===== src/rtl/rmbh_pkg.sv =====
package rmbh_pkg;

    localparam int MAX_BOXES   = 32;
    localparam int BOX_IDX_W   = $clog2(MAX_BOXES);
    localparam int BOX_CNT_W   = 6;
    localparam int ANGLE_STEPS = 1024;
    localparam int ANG_W       = $clog2(ANGLE_STEPS);
    localparam int QTR         = ANGLE_STEPS / 4;
    localparam int QTR_W       = ANG_W - 2;
    localparam int ONE_Q14     = 16384;

    localparam int STEP_W  = 12;
    localparam int COUNT_W = 8;
    localparam int DIST_W  = 20;
    localparam int POS_W   = 18;
    localparam int TRIG_W  = 16;
    localparam int INC_W   = TRIG_W + STEP_W + 1;
    localparam int ACC_W   = 36;
    localparam int PT_W    = 24;
    localparam int CFG_W   = 12;

    localparam logic [0:0] OP_BOX_WRITE = 1'b0;
    localparam logic [0:0] OP_CAST      = 1'b1;

    localparam logic [1:0] REG_STEP_SIZE  = 2'd0;
    localparam logic [1:0] REG_STEP_COUNT = 2'd1;
    localparam logic [1:0] REG_BOX_COUNT  = 2'd2;

    localparam logic [STEP_W-1:0]    STEP_SIZE_RST  = STEP_W'(128);
    localparam logic [COUNT_W-1:0]   STEP_COUNT_RST = COUNT_W'(100);
    localparam logic [BOX_CNT_W-1:0] BOX_COUNT_RST  = BOX_CNT_W'(20);

    localparam logic [63:0] PI_Q62 = 64'hC90FDAA22168C235;

    // pi split over the angle steps: quotient and remainder
    localparam logic [63:0] PI_STEP_QUO = PI_Q62 / ANGLE_STEPS;
    localparam logic [63:0] PI_STEP_REM = PI_Q62 % ANGLE_STEPS;

    typedef struct packed {
        logic [9:0] left;
        logic [9:0] top;
        logic [6:0] width;
        logic [6:0] height;
    } box_t;

    typedef struct packed {
        logic              valid;
        logic              hit;
        logic [DIST_W-1:0] distance;
    } march_res_t;

    typedef logic [QTR-1:0][14:0] qtr_tab_t;

    function automatic logic [63:0] mul_q62(input logic [63:0] a, input logic [63:0] b);
        logic [127:0] p;
        p = {64'd0, a} * {64'd0, b};
        return p[125:62];
    endfunction

    // restoring division, used only while building the table
    function automatic logic [63:0] udiv64(input logic [63:0] num, input logic [63:0] den);
        logic [63:0] quo;
        logic [64:0] rem;
        quo = '0;
        rem = '0;
        for (int bit_pos = 63; bit_pos >= 0; bit_pos--) begin
            rem = {rem[63:0], num[bit_pos]};
            if (rem >= {1'b0, den}) begin
                rem = rem - {1'b0, den};
                quo[bit_pos] = 1'b1;
            end
        end
        return quo;
    endfunction

    // quarter-wave sine, Q1.14, round half away from zero (elaboration only)
    function automatic qtr_tab_t build_qtr();
        qtr_tab_t    tab;
        logic [63:0] x;
        logic [63:0] x2;
        logic [63:0] term;
        logic [63:0] sum;
        logic [63:0] dv;
        logic [63:0] rnd;
        logic [63:0] a;
        for (int k = 0; k < QTR; k++) begin
            a = 64'(2 * k);
            x = PI_STEP_QUO * a + (PI_STEP_REM * a) / ANGLE_STEPS;
            x2 = mul_q62(x, x);
            term = x;
            sum = x;
            for (int n = 1; n < 40; n++) begin
                if (term != 64'd0) begin
                    dv = 64'((2 * n) * (2 * n + 1));
                    term = udiv64(mul_q62(term, x2), dv);
                    if ((n % 2) == 1)
                        sum = sum - term;
                    else
                        sum = sum + term;
                end
            end
            rnd = (sum + (64'd1 << 47)) >> 48;
            tab[k] = rnd[14:0];
        end
        return tab;
    endfunction

    localparam qtr_tab_t SIN_QTR = build_qtr();

    function automatic logic signed [TRIG_W-1:0] sin_lookup(input logic [ANG_W-1:0] k);
        logic [QTR_W-1:0]         r;
        logic [14:0]              mag;
        logic signed [TRIG_W-1:0] v;
        r = k[QTR_W-1:0];
        if (k[QTR_W]) begin
            if (r == '0)
                mag = 15'(ONE_Q14);
            else
                mag = SIN_QTR[QTR_W'(QTR - int'(r))];
        end
        else begin
            mag = SIN_QTR[r];
        end
        v = $signed({1'b0, mag});
        if (k[QTR_W + 1])
            v = -v;
        return v;
    endfunction

endpackage


===== src/rtl/rmbh_box_ram.sv =====
module rmbh_box_ram
    import rmbh_pkg::*;
(
    input  logic                 clk,
    input  logic                 wr_en,
    input  logic [BOX_IDX_W-1:0] wr_addr,
    input  box_t                 wr_data,
    input  logic                 rd_en,
    input  logic [BOX_IDX_W-1:0] rd_addr,
    output box_t                 rd_data
);

    box_t mem [MAX_BOXES];
    box_t rd_data_reg;

    always_ff @(posedge clk)
    begin
        if (wr_en)
            mem[wr_addr] <= wr_data;
    end

    always_ff @(posedge clk)
    begin
        if (rd_en)
            rd_data_reg <= mem[rd_addr];
    end

    assign rd_data = rd_data_reg;

endmodule


===== src/rtl/rmbh_dir.sv =====
module rmbh_dir
    import rmbh_pkg::*;
(
    input  logic                     clk,
    input  logic [ANG_W-1:0]         angle,
    input  logic [STEP_W-1:0]        step_size,
    output logic signed [INC_W-1:0]  inc_x,
    output logic signed [INC_W-1:0]  inc_y
);

    logic signed [TRIG_W-1:0] cos_reg;
    logic signed [TRIG_W-1:0] sin_reg;
    logic signed [INC_W-1:0]  inc_x_reg;
    logic signed [INC_W-1:0]  inc_y_reg;
    logic [ANG_W-1:0]         cos_angle;
    logic signed [STEP_W:0]   step_s;

    // cos(k) = sin(k + quarter turn)
    assign cos_angle = ANG_W'(angle + ANG_W'(QTR));
    assign step_s    = $signed({1'b0, step_size});

    always_ff @(posedge clk)
    begin
        cos_reg   <= sin_lookup(cos_angle);
        sin_reg   <= sin_lookup(angle);
        inc_x_reg <= INC_W'(cos_reg * step_s);
        inc_y_reg <= INC_W'(sin_reg * step_s);
    end

    assign inc_x = inc_x_reg;
    assign inc_y = inc_y_reg;

endmodule


===== src/rtl/rmbh_march.sv =====
module rmbh_march
    import rmbh_pkg::*;
(
    input  logic                     clk,
    input  logic                     rst_n,
    input  logic                     start,
    input  logic signed [POS_W-1:0]  origin_x,
    input  logic signed [POS_W-1:0]  origin_y,
    input  logic [ANG_W-1:0]         angle_code,
    input  logic [STEP_W-1:0]        step_size,
    input  logic [COUNT_W-1:0]       step_count,
    input  logic [BOX_CNT_W-1:0]     box_count,
    input  logic                     out_free,
    output logic [ANG_W-1:0]         dir_angle,
    input  logic signed [INC_W-1:0]  inc_x,
    input  logic signed [INC_W-1:0]  inc_y,
    output logic                     rd_en,
    output logic [BOX_IDX_W-1:0]     rd_addr,
    input  box_t                     rd_data,
    output logic                     idle,
    output march_res_t               res
);

    typedef enum logic [2:0] {
        S_IDLE,
        S_TRIG,
        S_MUL,
        S_POINT,
        S_TEST,
        S_DONE
    } state_t;

    state_t                   state_reg;
    logic signed [POS_W-1:0]  ox_reg;
    logic signed [POS_W-1:0]  oy_reg;
    logic [ANG_W-1:0]         angle_reg;
    logic signed [ACC_W-1:0]  acc_x_reg;
    logic signed [ACC_W-1:0]  acc_y_reg;
    logic signed [PT_W-1:0]   px_reg;
    logic signed [PT_W-1:0]   py_reg;
    logic [DIST_W-1:0]        dist_reg;
    logic [COUNT_W-1:0]       i_reg;
    logic [BOX_CNT_W-1:0]     j_reg;
    logic                     hit_reg;

    logic [BOX_CNT_W-1:0]     nbox;
    logic [BOX_CNT_W-1:0]     j_inc;
    logic                     last_sample;
    logic                     in_box;
    logic signed [PT_W-1:0]   px_next;
    logic signed [PT_W-1:0]   py_next;
    logic signed [PT_W-1:0]   lo_x;
    logic signed [PT_W-1:0]   hi_x;
    logic signed [PT_W-1:0]   lo_y;
    logic signed [PT_W-1:0]   hi_y;

    assign nbox  = (box_count > BOX_CNT_W'(MAX_BOXES)) ? BOX_CNT_W'(MAX_BOXES) : box_count;
    assign j_inc = BOX_CNT_W'(j_reg + 1'b1);
    assign last_sample = ({1'b0, i_reg} + 9'd1) == {1'b0, step_count};

    // arithmetic shift is the floor division by 2^14
    assign px_next = PT_W'(ox_reg) + PT_W'(acc_x_reg >>> 14);
    assign py_next = PT_W'(oy_reg) + PT_W'(acc_y_reg >>> 14);

    assign lo_x = $signed(PT_W'({rd_data.left, 6'b0}));
    assign hi_x = $signed(PT_W'({11'(rd_data.left) + 11'(rd_data.width), 6'b0}));
    assign lo_y = $signed(PT_W'({rd_data.top, 6'b0}));
    assign hi_y = $signed(PT_W'({11'(rd_data.top) + 11'(rd_data.height), 6'b0}));

    assign in_box = (px_reg >= lo_x) && (px_reg <= hi_x) && (py_reg >= lo_y) && (py_reg <= hi_y);

    // box read is issued in the cycle before its test
    assign rd_en   = (state_reg == S_POINT) || (state_reg == S_TEST);
    assign rd_addr = (state_reg == S_TEST) ? j_inc[BOX_IDX_W-1:0] : '0;

    assign dir_angle    = angle_reg;
    assign idle         = (state_reg == S_IDLE);
    assign res.valid    = (state_reg == S_DONE) && out_free;
    assign res.hit      = hit_reg;
    assign res.distance = dist_reg;

    always_ff @(posedge clk or negedge rst_n)
    begin
        if (!rst_n)
        begin
            state_reg <= S_IDLE;
            ox_reg    <= '0;
            oy_reg    <= '0;
            angle_reg <= '0;
            acc_x_reg <= '0;
            acc_y_reg <= '0;
            px_reg    <= '0;
            py_reg    <= '0;
            dist_reg  <= '0;
            i_reg     <= '0;
            j_reg     <= '0;
            hit_reg   <= 1'b0;
        end
        else
        begin
            unique case (state_reg)
                S_IDLE:
                begin
                    if (start)
                    begin
                        ox_reg    <= origin_x;
                        oy_reg    <= origin_y;
                        angle_reg <= angle_code;
                        acc_x_reg <= '0;
                        acc_y_reg <= '0;
                        dist_reg  <= '0;
                        i_reg     <= '0;
                        hit_reg   <= 1'b0;
                        state_reg <= (step_count == '0) ? S_DONE : S_TRIG;
                    end
                end
                S_TRIG:
                begin
                    state_reg <= S_MUL;
                end
                S_MUL:
                begin
                    state_reg <= S_POINT;
                end
                S_POINT:
                begin
                    px_reg <= px_next;
                    py_reg <= py_next;
                    j_reg  <= '0;
                    if (nbox == '0)
                    begin
                        dist_reg  <= DIST_W'(dist_reg + step_size);
                        acc_x_reg <= acc_x_reg + ACC_W'(inc_x);
                        acc_y_reg <= acc_y_reg + ACC_W'(inc_y);
                        i_reg     <= COUNT_W'(i_reg + 1'b1);
                        state_reg <= last_sample ? S_DONE : S_POINT;
                    end
                    else
                    begin
                        state_reg <= S_TEST;
                    end
                end
                S_TEST:
                begin
                    if (in_box)
                    begin
                        hit_reg   <= 1'b1;
                        state_reg <= S_DONE;
                    end
                    else if (j_inc == nbox)
                    begin
                        dist_reg  <= DIST_W'(dist_reg + step_size);
                        acc_x_reg <= acc_x_reg + ACC_W'(inc_x);
                        acc_y_reg <= acc_y_reg + ACC_W'(inc_y);
                        i_reg     <= COUNT_W'(i_reg + 1'b1);
                        state_reg <= last_sample ? S_DONE : S_POINT;
                    end
                    else
                    begin
                        j_reg <= j_inc;
                    end
                end
                S_DONE:
                begin
                    if (out_free)
                        state_reg <= S_IDLE;
                end
                default:
                begin
                    state_reg <= S_IDLE;
                end
            endcase
        end
    end

endmodule


===== src/rtl/ray_march_box_hit_distance_unit.sv =====
// Fixed-step 2-D ray marcher against a table of up to 32 axis-aligned boxes.
// Input channel (in_valid/in_ready) carries two kinds of transaction:
//   box write (opcode 0): stores one rectangle in slot box_index and produces
//     no result.
//   cast (opcode 1): marches from origin_x/origin_y along angle_code and
//     produces exactly one result transaction (hit, distance).
// Output channel (out_valid/out_ready) is a single output register.
// A cast forms each sample point and then tests it against the boxes one at a
// time, boxes being box_count limited to 32, since the box table has a single
// read port. A hit ends the march early.
// The input is taken only when no cast is running.
// If the receiver stalls, a finished cast waits in the marcher until the output
// register frees up; a pending result also blocks box writes. The user must
// write configuration (cfg_write/cfg_index/cfg_data) only while idle; the block
// does not enforce it. Reset restores step_size 128, step_count 100, box_count
// 20 and clears the handshake state; box table contents are undefined until written.
module ray_march_box_hit_distance_unit
    import rmbh_pkg::*;
(
    input  logic                     clk,
    input  logic                     rst_n,
    input  logic                     cfg_write,
    input  logic [1:0]               cfg_index,
    input  logic [CFG_W-1:0]         cfg_data,
    input  logic                     in_valid,
    output logic                     in_ready,
    input  logic [0:0]               opcode,
    input  logic [BOX_IDX_W-1:0]     box_index,
    input  logic [9:0]               box_left,
    input  logic [9:0]               box_top,
    input  logic [6:0]               box_width,
    input  logic [6:0]               box_height,
    input  logic signed [POS_W-1:0]  origin_x,
    input  logic signed [POS_W-1:0]  origin_y,
    input  logic [ANG_W-1:0]         angle_code,
    output logic                     out_valid,
    input  logic                     out_ready,
    output logic                     hit,
    output logic [DIST_W-1:0]        distance
);

    logic [STEP_W-1:0]    step_size_reg;
    logic [COUNT_W-1:0]   step_count_reg;
    logic [BOX_CNT_W-1:0] box_count_reg;
    logic                 out_valid_reg;
    logic                 hit_reg;
    logic [DIST_W-1:0]    distance_reg;

    logic                     in_fire;
    logic                     start;
    logic                     box_wr;
    box_t                     box_wr_data;
    logic                     out_free;
    logic                     idle;
    march_res_t               res;
    logic [ANG_W-1:0]         dir_angle;
    logic signed [INC_W-1:0]  inc_x;
    logic signed [INC_W-1:0]  inc_y;
    logic                     rd_en;
    logic [BOX_IDX_W-1:0]     rd_addr;
    box_t                     rd_data;

    assign in_ready = idle;
    assign in_fire  = in_valid && in_ready;
    assign start    = in_fire && (opcode == OP_CAST);
    assign box_wr   = in_fire && (opcode == OP_BOX_WRITE);
    assign out_free = !out_valid_reg || out_ready;

    assign box_wr_data.left   = box_left;
    assign box_wr_data.top    = box_top;
    assign box_wr_data.width  = box_width;
    assign box_wr_data.height = box_height;

    always_ff @(posedge clk or negedge rst_n)
    begin
        if (!rst_n)
        begin
            step_size_reg  <= STEP_SIZE_RST;
            step_count_reg <= STEP_COUNT_RST;
            box_count_reg  <= BOX_COUNT_RST;
        end
        else if (cfg_write)
        begin
            unique case (cfg_index)
                REG_STEP_SIZE:  step_size_reg  <= cfg_data[STEP_W-1:0];
                REG_STEP_COUNT: step_count_reg <= cfg_data[COUNT_W-1:0];
                REG_BOX_COUNT:  box_count_reg  <= cfg_data[BOX_CNT_W-1:0];
                default:        ;
            endcase
        end
    end

    always_ff @(posedge clk or negedge rst_n)
    begin
        if (!rst_n)
        begin
            out_valid_reg <= 1'b0;
            hit_reg       <= 1'b0;
            distance_reg  <= '0;
        end
        else
        begin
            if (res.valid)
            begin
                out_valid_reg <= 1'b1;
                hit_reg       <= res.hit;
                distance_reg  <= res.distance;
            end
            else if (out_ready)
            begin
                out_valid_reg <= 1'b0;
            end
        end
    end

    assign out_valid = out_valid_reg;
    assign hit       = hit_reg;
    assign distance  = distance_reg;

    rmbh_box_ram u_box_ram (
        .clk     (clk),
        .wr_en   (box_wr),
        .wr_addr (box_index),
        .wr_data (box_wr_data),
        .rd_en   (rd_en),
        .rd_addr (rd_addr),
        .rd_data (rd_data)
    );

    rmbh_dir u_dir (
        .clk       (clk),
        .angle     (dir_angle),
        .step_size (step_size_reg),
        .inc_x     (inc_x),
        .inc_y     (inc_y)
    );

    rmbh_march u_march (
        .clk        (clk),
        .rst_n      (rst_n),
        .start      (start),
        .origin_x   (origin_x),
        .origin_y   (origin_y),
        .angle_code (angle_code),
        .step_size  (step_size_reg),
        .step_count (step_count_reg),
        .box_count  (box_count_reg),
        .out_free   (out_free),
        .dir_angle  (dir_angle),
        .inc_x      (inc_x),
        .inc_y      (inc_y),
        .rd_en      (rd_en),
        .rd_addr    (rd_addr),
        .rd_data    (rd_data),
        .idle       (idle),
        .res        (res)
    );

endmodule


===== config.mk =====
export PLATFORM = sky130hd
export DESIGN_NAME = ray_march_box_hit_distance_unit
export DESIGN_NICKNAME = d
export VERILOG_FILES = /design/src/rtl/rmbh_pkg.sv /design/src/rtl/rmbh_box_ram.sv /design/src/rtl/rmbh_dir.sv /design/src/rtl/rmbh_march.sv /design/src/rtl/ray_march_box_hit_distance_unit.sv
export SDC_FILE = /design/constraint.sdc
export NUM_CORES = 2
export LEC_CHECK = 0
export BUFFER_PORTS_ARGS = -buffer_cell sky130_fd_sc_hd__clkbuf_2
export CORE_ASPECT_RATIO = 1.75
export CORE_UTILIZATION = 35
export CTS_CLUSTER_DIAMETER = 200
export DETAILED_ROUTE_END_ITERATION = 8
export GPL_TIMING_DRIVEN = 0
export SYNTH_ARGS = -nofsm -noshare
export SYNTH_HDL_FRONTEND = slang
export SYNTH_SLANG_ARGS = --single-unit

===== constraint.sdc =====
create_clock -name clk -period 8.1 [get_ports clk]
set_input_delay 0.81 -clock clk [delete_from_list [all_inputs] [get_ports clk]]
set_output_delay 0.81 -clock clk [all_outputs]
set_load 0.05 [all_outputs]

==> impl_metrics.env <==
export IMPL_start_util_pct=35.2
export IMPL_min_period_ns=8.13
export IMPL_crit_family="simple AND/OR/NAND/NOR gates"
export IMPL_clkTransAtPathRegs_ns=0.06
export IMPL_wire_per_inst_microns=29.7
export IMPL_dieWidth_microns=377
export IMPL_dpl_hpwl_mm=267
export IMPL_largest_register_ffs=1088
export IMPL_area_growth_pct=12.6
export IMPL_io_buffers=127
export IMPL_cts_made_buffers=152
export IMPL_synth_cell_types=100
export IMPL_crit_chain="buf_2, buf_2, clkinv_2, ha_2, buf_2, clkbuf_1, nand2_1, a21oi_2, nor4_1, nor3_1, o21ai_0, o211a_1, nor3_2, o22ai_1, nand2b_1, or4_1, nor3_1, nor2_1"
export IMPL_mostFrequentLayoutCell="nand2_1"
export IMPL_setup_violations=1
export IMPL_yosysWarnings=0
export IMPL_cts_root_buf="clkbuf_16"
export IMPL_cap_violations=1
export IMPL_async_reset_ff_share_pct=17.1
export IMPL_hold_path_class="in2reg"
export IMPL_status="complete, but fails checks"
export IMPL_antenna_found_initial=23
export IMPL_slowest_delay_ns=1.14
export IMPL_ant_nets=0
export IMPL_synth_ff_type="edfxtp_1"
export IMPL_tritoncts="built"
export IMPL_end_kind="register"
export IMPL_dp_cells=11500
export IMPL_start_kind="register"
export IMPL_synth_top_area_cell="edfxtp_1"
export IMPL_seq_area_frac_synth_pct=48.5
export IMPL_first_global_vias=69200
export IMPL_place_congestion=1.05
export IMPL_via_count=67300
export IMPL_insertion_delay_ns=0.83
export IMPL_slew_limit_headroom_pct=-0.697
export IMPL_synthTopCellsByArea="edfxtp_1, fa_1, dfrtp_1"
export IMPL_ys_ff_latch=1462
export IMPL_grt_pass1_wl_mm=494
export IMPL_fill_cells=23800
export IMPL_drt_pre_antenna_iters=6
export IMPL_drv_slew=3
export IMPL_yosysTopAreaCellShare_pct=39.1
export IMPL_grtUsageTotal_pct=27.9
export IMPL_drtIter0Drc=5761
export IMPL_synthCells=8041
export IMPL_via_per_inst=5.71
export IMPL_whs_ns=0.174
export IMPL_die_h_microns=658
export IMPL_crit_slowest_cell="dfrtp_1"
export IMPL_num_rows=240
export IMPL_avgSynthCellArea_sq_um=10.7
export IMPL_cp_required_ns=8.76
export IMPL_dp_slack_ns=-1.66
export IMPL_coreArea_sq_um=244000
export IMPL_reg2reg_slack_ns=-0.03
export IMPL_period_share_pct=100
export IMPL_crit_path_max_fanout=19
export IMPL_cts_sinks=1462
export IMPL_setup_ws_ns=-0.0262
export IMPL_dieArea_sq_um=248000
export IMPL_io_pins=128
export IMPL_path_class="reg2reg"
export IMPL_routed_wl_mm=350
export IMPL_regArea_sq_um=41800
export IMPL_clockBufferDepth=3
export IMPL_cp_num_buf_inv=5
export IMPL_drcViolationCount=0
export IMPL_worst_slew_pin_slew_ns=1.50
export IMPL_netlist_area_sq_um=86100
export IMPL_layout_common_cells="nand2_1, edfxtp_1, inv_1, clkbuf_1, a21oi_1"
export IMPL_finClkSkew_ns=0.0502
export IMPL_hold_viol=0
export IMPL_htreeDepth=4
export IMPL_crit_top_cell="buf_2"
export IMPL_multiInputGateArea_sq_um=40300
export IMPL_synth_edf_count=1122
export IMPL_syn_num_nets=8874
export IMPL_crit_arrival_ns=8.79
export IMPL_max_freq_mhz=123
export IMPL_fin_cells=11800
export IMPL_grt_start_max_net_pins=102
export IMPL_failed_checks="max-capacitance violations, max-slew violations, negative setup slack"
export IMPL_grt_overflow=0
export IMPL_finalNetCount=9195
export IMPL_drive_above_1_share_pct=7.49
cells in the mapped netlist (all sizes together) (17+ instances only):
| library cell | count |
|---|---|
| o22ai | 22 |
| o31ai | 72 |
| o21bai | 26 |
| o211ai | 48 |
| a32oi | 73 |
| mux2 | 58 |
| nand4 | 26 |
| and2 | 178 |
| a21o | 107 |
| edfxtp | 1122 |
| o41ai | 17 |
| nand2b | 67 |
| or3 | 17 |
| dfxtp | 90 |
| nand2 | 1393 |
| clkbuf | 396 |
| a221oi | 89 |
| inv | 600 |
| a21oi | 370 |
| nor2b | 55 |
| mux4 | 18 |
| xor2 | 85 |
| ha | 361 |
| o21ai | 327 |
| buf | 122 |
| a31oi | 53 |
| nor3 | 93 |
| xnor2 | 152 |
| mux2i | 226 |
| nand3 | 233 |
| dfrtp | 244 |
| and3 | 99 |
| o311ai | 35 |
| nor2 | 283 |
| fa | 367 |
| a211o | 20 |
| a311oi | 173 |
| a211oi | 84 |
worst reg2reg max path, stage by stage (launching register included):
cell      delay (ns)
dfrtp_1         1.14
buf_2           0.39
buf_2           0.34
clkinv_2        0.59
ha_2            0.81
buf_2           0.34
clkbuf_1        0.56
nand2_1         0.25
a21oi_2         0.65
nor4_1          0.11
nor3_1          0.30
o21ai_0         0.13
o211a_1         0.20
nor3_2          0.72
o22ai_1         0.27
nand2b_1        0.23
or4_1           0.60
nor3_1          0.27
nor2_1          0.07
what timing repair did:
item / in CTS / in global routing
hold buffers: 1 / 0
endpoints found under the hold margin: 7 / 0
setup endpoints to repair: 30 / 10
pin swaps: 1 / 1
buffers inserted: 1 / 1
gates resized for setup: 16 / 10
through the flow:
stage / util (%) / TNS, ns / instance area (sq um)
after floorplan: - / 0 / 86100
after global routing: 39.6 / -0.110 / 96900
after detailed placement: 37.6 / -35.52 / 91900
after CTS: 39.6 / 0 / 96800
final: 39.6 / -0.0262 / 96900
after global placement: 37.2 / -68.76 / 90800
kinds of logic after synthesis:
group | count (synthesis) | synth area share, %
mux | 302 | 3.86
xor+xnor | 237 | 2.44
simple gates | 2511 | 13.0
fa+ha+maj | 729 | 13.8
flops | 1462 | 48.5
buf+inv | 1124 | 5.05
compound gates | 1676 | 13.3
per-layer routing:
metal / up-vias / share of wire (%) / track usage [%]
met1: 33600 / 32 / 27.4
met5: - / 0.014 / 0
met4: 8 / 10 / 23.8
met2: 3073 / 52 / 50.5
met3: 1176 / 5.8 / 4.66
li1: 29400 / - / -
path summary, 6_finish.rpt:
check | startpoint | to | cells past startpoint
max in group asynchronous | rst_n | u_march.px_reg[1] | 4
worst max-delay path | u_march.dir_angle[2] | u_dir.sin_reg[15] | 18
min in group asynchronous | rst_n | step_size_reg[11] | 2
worst min-delay path | origin_y[8] | u_march.oy_reg[8] | 3
worst max register to register | u_march.dir_angle[2] | u_dir.sin_reg[15] | 18
worst min register to register | u_march.py_reg[0] | u_march.py_reg[0] | 2
cell type report:
type,count,area share [%]
diodes,26,0.0671
plain buffers,516,2.15
clock buffers,195,4.13
clock inverters,75,0.901
inverters,606,2.37
multi-input cells,5455,41.6
flip-flops and latches,1462,43.1
well taps,3267,4.22
repair buffers,169,1.48
Power is not shown: default switching activity piles up to over one toggle a cycle in this logic, so the estimate is an artifact.
